--- config.mk ---
export PLATFORM = sky130hd
export DESIGN_NAME = sls_ram
export DESIGN_NICKNAME = d
export VERILOG_FILES = /design/src/sv/sls_ram.sv
export SDC_FILE = /design/constraint.sdc
export NUM_CORES = 1
export LEC_CHECK = 0
export BUFFER_PORTS_ARGS = -buffer_cell sky130_fd_sc_hd__clkbuf_2
export CAP_MARGIN = 20
export CORE_ASPECT_RATIO = 0.7
export CORE_MARGIN = 2
export CORE_UTILIZATION = 55
export CTS_BUF_LIST = sky130_fd_sc_hd__clkbuf_4 sky130_fd_sc_hd__clkbuf_8
export CTS_CLUSTER_SIZE = 25
export DETAILED_ROUTE_END_ITERATION = 8
export GPL_TIMING_DRIVEN = 1
export PLACE_DENSITY_LB_ADDON = 0.12
export SLEW_MARGIN = 20
export SYNTH_ARGS = -nofsm -noshare
export SYNTH_HDL_FRONTEND = slang
export SYNTH_SLANG_ARGS = --single-unit
export TNS_END_PERCENT = 100
--- constraint.sdc ---
create_clock -name clk -period 7.3 [get_ports clk]
set_clock_uncertainty 0.2 [all_clocks]
set_input_delay 2.19 -clock clk [delete_from_list [all_inputs] [get_ports clk]]
set_output_delay 2.19 -clock clk [all_outputs]
set_load 0.05 [all_outputs]
--- src/sv/sls_ram.sv ---
// ----------------------------------------------------------------------------
// sls_ram - generic simple dual-port RAM
// One write port, one read port with registered read data.
// ----------------------------------------------------------------------------
`default_nettype none
module sls_ram #(
  parameter int WIDTH = 8,
  parameter int DEPTH = 16
) (
  input  wire                     clk,
  input  wire                     we,
  input  wire [$clog2(DEPTH)-1:0] waddr,
  input  wire [WIDTH-1:0]         wdata,
  input  wire [$clog2(DEPTH)-1:0] raddr,
  output logic [WIDTH-1:0]        rdata
);

  logic [WIDTH-1:0] mem [DEPTH];

  always_ff @(posedge clk) begin
    if (we) begin
      mem[waddr] <= wdata;
    end
    rdata <= mem[raddr];
  end

endmodule
`default_nettype wire
==> metrics, run 1 <==
Starting Density=56.7%; Compound-Gate Fraction of Synth Area=2.33%; Final setup viols=0; Max-slew headroom=35.3%; Residual DRC=0; type of origin of the critical path=input pin; Synth Area in Simple Gates=3.18%; Worst Path Max Fanout=32; Clock Path Buffers=2; gr ovfl total=0; via/cell ratio=5.88; CTS H-tree depth=4; Hold Violations, Final=0; largest net degree at the start of global routing=33; die height=84.9 µm; type of the worst min-delay path=flip-flop to flip-flop; die area=10,200 µm²; antenna viol nets, final=0; Adder-Cell Fraction of Synth Area=0%; Worst setup EP type=flip-flop; Tightest Pin Transition=0.967 ns; highest-count cells in the layout ignoring fill and taps=128 x edfxtp_1, 25 x clkbuf_2, 21 x clkbuf_8; maxcap violations=0; FF+latch count, synth=136; hpwl dp=5.94 mm; fin crit share=50.3%; TritonCTS clock tree=built; cell area power density=271 nW/µm²; vias in the first global route=2,453; post-synthesis cell count=229; syn avg cell area=22.5 µm²; gpl congestion=0.752; first-iteration detailed-routing DRC count=305; hold_buf cts=0; post-synth top area cell=edfxtp_1; worst path required time=7.40 ns; post-synth top area share=74.7%; Fin Setup TNS=0 ns; core area=9070 µm²; Ant. Diodes=0; DR pass1 iterations=5; port bufs=25; DR vias=2,375; RSZ-0062 raised after global routing=no; Final Max Tran Viols=0; Root Buffer=clkbuf_8; # rows=29; Syn-to-layout area delta=12.0%; largest family of logic cells by synthesized area=multiplexers; Clock Sinks=136; Lkg Pwr=1.93 nW; final core occ=63.5%; Final Power=1.56 mW; commonest non-fill, non-tap cell in the layout=edfxtp_1; CTS-repair resized insts=0; mux cell area share after synthesis=15.0%; GRT Total Usage=21.0%; clock-pin transition on the worst setup and hold timing paths=0.07 ns; WL final=9.54 mm; drt wl/cell=23.6 µm; setup ws final=3.63 ns; synth top area cells=edfxtp_1 75%, mux4_2 7.9%, mux4_1 7.1%; Setup CP Type=input pin to flip-flop; XOR/XNOR Fraction of Synth Area=0%; setup bufs post-CTS=0; synth unique cells=19; fmax=272 MHz; status=completed; nets=285; first-pass GRT wire length=14.6 mm; Final min period=3.67 ns; die width=120 µm; layout cell share with drive strength beyond 1=28.9%; antenna violations before repair=0; Mapped Area=5150 µm²; Clock Latency Late Sink=0.43 ns; sequential area share after synthesis=77.8%; clock buffer count from CTS=17; Yosys Warn Count=0; Max IR drop VDD=157 µV; I/O pins=26; syn_nets=247; WP data arrival=3.77 ns; DP Worst Slack=3.17 ns
[synthesized netlist by cell type]
cell	number
and2b_1	1
nand3_1	1
and2_1	1
buf_4	1
nor2_1	13
nor3_1	4
nor2b_1	1
mux4_1	14
a22oi_1	16
dfxtp_1	8
mux4_2	18
buf_2	3
clkdlybuf4s25_2	3
edfxtp_1	128
or3b_2	1
nand2b_1	2
nand3b_1	2
nand2_1	9
buf_6	3
[final timing paths]
kind	cells past startpoint	end	slack, ns	from
worst max register to register	3	rdata[5]$_DFF_P_	5.76	mem[1][5]$_DFFE_PP_
worst max-delay path	5	rdata[5]$_DFF_P_	3.63	raddr[0]
worst min-delay path	3	rdata[2]$_DFF_P_	0.49	mem[3][2]$_DFFE_PP_
worst min register to register	3	rdata[2]$_DFF_P_	0.49	mem[3][2]$_DFFE_PP_
[sequential cells by signal, summed over array words and instances, names as in the netlist]
register  flops
mem         128
rdata         8
[critical path, stage by stage]
cell and delay (ns):
clkbuf_2 0.07, buf_4 0.48, mux4_1 0.62, a22oi_1 0.24, nand2_1 0.12
[power breakdown]
part	internal (mW)	total, mW	switching (mW)	leakage, nW
logic	0.0316	0.0937	0.0621	0.496
registers	0.873	0.878	0.00521	1.22
clock network	0.331	0.588	0.257	0.209
total	1.24	1.56	0.324	1.93
[cell families (layout without fill, tap and decap cells)]
| family | Yosys count | after routing |
|---|---|---|
| flip-flops | 136 | 136 |
| multiplexers | 32 | 32 |
| AO/OA/AOI/OAI | 16 | 16 |
| AND/OR/NAND/NOR | 35 | 35 |
| buffers and inverters | 10 | 61 |
[metrics by stage]
step / hold WS, ns / area [µm²] / std cells
after global placement: 0.454 / 5380 / 372
after floorplan: 0.429 / 5150 / 229
after detailed placement: 0.481 / 5380 / 372
final: 0.491 / 5760 / 404
after global routing: 0.513 / 5760 / 404
after CTS: 0.495 / 5760 / 404
[routing by layer]
layer	vias to the layer above	routed length [µm]	global-route usage [%]
met4	0	157	6.95
met1	1227	4170	30.8
met5	-	0	0
met2	77	4650	31.1
met3	13	568	5.85
li1	1058	-	-
[layout make-up]
class / count / area, µm²
sequential: 136 / 4000
clock inverter: 4 / 45.0
fill: 616 / 3310
clock buffer: 28 / 342
timing repair buffer: 29 / 155
tap: 124 / 155
multi-input combinational: 83 / 1060
(Power assumes the default switching activity.)
==> run 2, diff against run 1 <==
clock period = 3.7 ns   (was 7.3 ns; I/O delays follow)
==> run 2 against run 1 <==
Largest cell class unchanged; die area unchanged; combinational power grew 110%; non-clock buffer count up 10; setup slack lost 2.4 ns; cell area increased by 2.0%; critical path depth decreased by 2; worst hold slack worse by 0.017 ns; core utilization rose by 1.3 points.
==> metrics, run 2 (same netlist as run 1, synthesis figures left out) <==
clock buffer count from CTS=17 (unchanged); CTS-repair resized insts=0 (unchanged); Setup CP Type=input pin to flip-flop; maxcap violations=0 (unchanged); Hold Violations, Final=0 (unchanged); WP data arrival=2.36 ns (-1.41 ns); Final min period=2.51 ns; Max IR drop VDD=418 µV (+170%); Syn-to-layout area delta=14.2%; Most flops, register=mem; Tightest Pin Transition=0.853 ns (-0.114 ns); Pint=2.48 mW (+100%); max incr delay on CP=0.64 ns (+0.02 ns); I/O pins=26 (unchanged); GRT Total Usage=21.0% (about the same); clock share of power=38.3% (+0.6 points); Worst Path Max Fanout=8 (-75%); cell area power density=530 nW/µm² (+96%); Crit path buffers/inverters=1 (-1); WHS Path Cells=3 (unchanged); largest net degree at the start of global routing=21 (-36%); Root Buffer=clkbuf_8; core area=9070 µm² (unchanged); die area=10,200 µm² (unchanged); clock-pin transition on the worst setup and hold timing paths=0.07 ns (about the same); type of origin of the critical path=input pin; logic gate share of total power=6.2% (+0.2 points); P_sw=0.635 mW (+96%); highest-count cells in the layout ignoring fill and taps=128 x edfxtp_1, 25 x clkbuf_2, 24 x clkbuf_8; Final setup viols=0 (unchanged); nets=295 (+3.5%); WL final=9.60 mm (+0.57%); CP cell instances=clkbuf_2 > or3b_2 > nor2_1; type of the worst min-delay path=flip-flop to flip-flop; Starting Density=56.7% (unchanged); max reg flops=128 (unchanged); Final Power=3.12 mW (+100%); hold_buf cts=0 (unchanged); Sw Share=20.4% (-0.44 points); setup bufs post-CTS=0 (unchanged); first-pass GRT wire length=14.5 mm (-0.57%); DR pass1 iterations=4 (-1); vias in the first global route=2,389 (-2.6%); first-iteration detailed-routing DRC count=318 (+4.3%); hpwl dp=6.24 mm (+5.1%); die height=84.9 µm (unchanged); CP Depth=3 (-2); Clock Sinks=136 (unchanged); Largest regs=mem (128), rdata (8); Clock Path Buffers=2 (unchanged); RSZ-0062 raised after global routing=no; Lkg Pwr=2.00 nW (+3.5%); CP top delay family=simple AND/OR/NAND/NOR gates; Ant. Diodes=0 (unchanged); port bufs=25 (unchanged); layout cell share with drive strength beyond 1=30.7% (+1.8 points); CTS H-tree depth=4 (unchanged); sequential share of power=55.5% (-0.8 points); Final Max Tran Viols=0 (unchanged); commonest non-fill, non-tap cell in the layout=edfxtp_1; antenna violations before repair=0 (unchanged); Max-slew headroom=42.9% (+7.6 points); gr ovfl total=0 (unchanged); Fin Setup TNS=0 ns (unchanged); antenna viol nets, final=0 (unchanged); TritonCTS clock tree=built; Clock Latency Late Sink=0.43 ns (about the same); drt wl/cell=23.2 µm (-1.9%); # rows=29 (unchanged); Residual DRC=0 (unchanged); Worst setup EP type=flip-flop; R2R cell count=3 (unchanged); die width=120 µm (unchanged); fmax=398 MHz; slowest library cell on the worst path=nor2_1; DR vias=2,418 (+1.8%); gpl congestion=0.838 (+11%); via/cell ratio=5.84 (-0.65%); fin crit share=67.9%; status=completed; worst path required time=3.55 ns (-3.85 ns)
-- run 2: cell count changes in the layout (fill, tap and decap cells not counted), sizes merged --
cell	before	now
buf	4	14
clkbuf	53	54
clkinv	3	2
-- run 2: worst reg2reg max path: cells and delay by family (launching register included) --
| kind | cells | cell delay, ns |
|---|---|---|
| AND/OR/NAND/NOR | 1 | 0.08 |
| multiplexers | 1 | 0.57 |
| flip-flops | 1 | 0.37 |
| AO/OA/AOI/OAI | 1 | 0.25 |
-- run 2: area by class of cell --
type | instances | area, µm²
sequential | 136 | 4000
clock buffer | 29 | 368
multi-input combinational | 83 | 1060
tap | 124 | 155
timing repair buffer | 39 | 255
fill | 614 | 3190
clock inverter | 3 | 38.8
-- run 2: per-layer routing --
metal / GRT usage [%] / vias to the layer above / share of wire, %
met4: 7.49 / 0 / 1.2
li1: - / 1066 / -
met1: 30.6 / 1255 / 44
met3: 6.45 / 12 / 7.3
met2: 30.6 / 85 / 47
met5: 0 / - / 0
-- run 2: power groups by stage --
stage / clock network, mW / logic [mW] / registers, mW
5_1_grt: 1.29 / 0.209 / 1.73
2_1_floorplan: 0 / 0.0874 / 1.80
6_report: 1.19 / 0.194 / 1.73
3_5_place_dp: 0 / 0.196 / 1.76
3_3_place_gp: 0 / 0.194 / 1.76
4_1_cts: 1.21 / 0.196 / 1.73
-- run 2: worst paths after layout --
kind                              from                  end  slack [ns]
hold reg to reg   mem[14][2]$_DFFE_PP_     rdata[2]$_DFF_P_        0.47
setup reg to reg   mem[5][2]$_DFFE_PP_     rdata[2]$_DFF_P_        2.10
hold / removal    mem[14][2]$_DFFE_PP_     rdata[2]$_DFF_P_        0.47
setup / recovery              waddr[2]  mem[2][3]$_DFFE_PP_        1.19
-- run 2: metrics by stage --
stage | hold slack [ns] | util [%] | setup WS, ns | std cells | cell area (µm²)
after global routing | 0.532 | 64.8 | 1.13 | 414 | 5880
final | 0.474 | 64.8 | 1.19 | 414 | 5880
after detailed placement | 0.456 | 60.3 | 0.740 | 382 | 5470
after CTS | 0.476 | 64.8 | 1.20 | 414 | 5880
after floorplan | 0.429 | - | 0.897 | 229 | 5150
after global placement | 0.457 | 60.3 | 0.778 | 382 | 5470
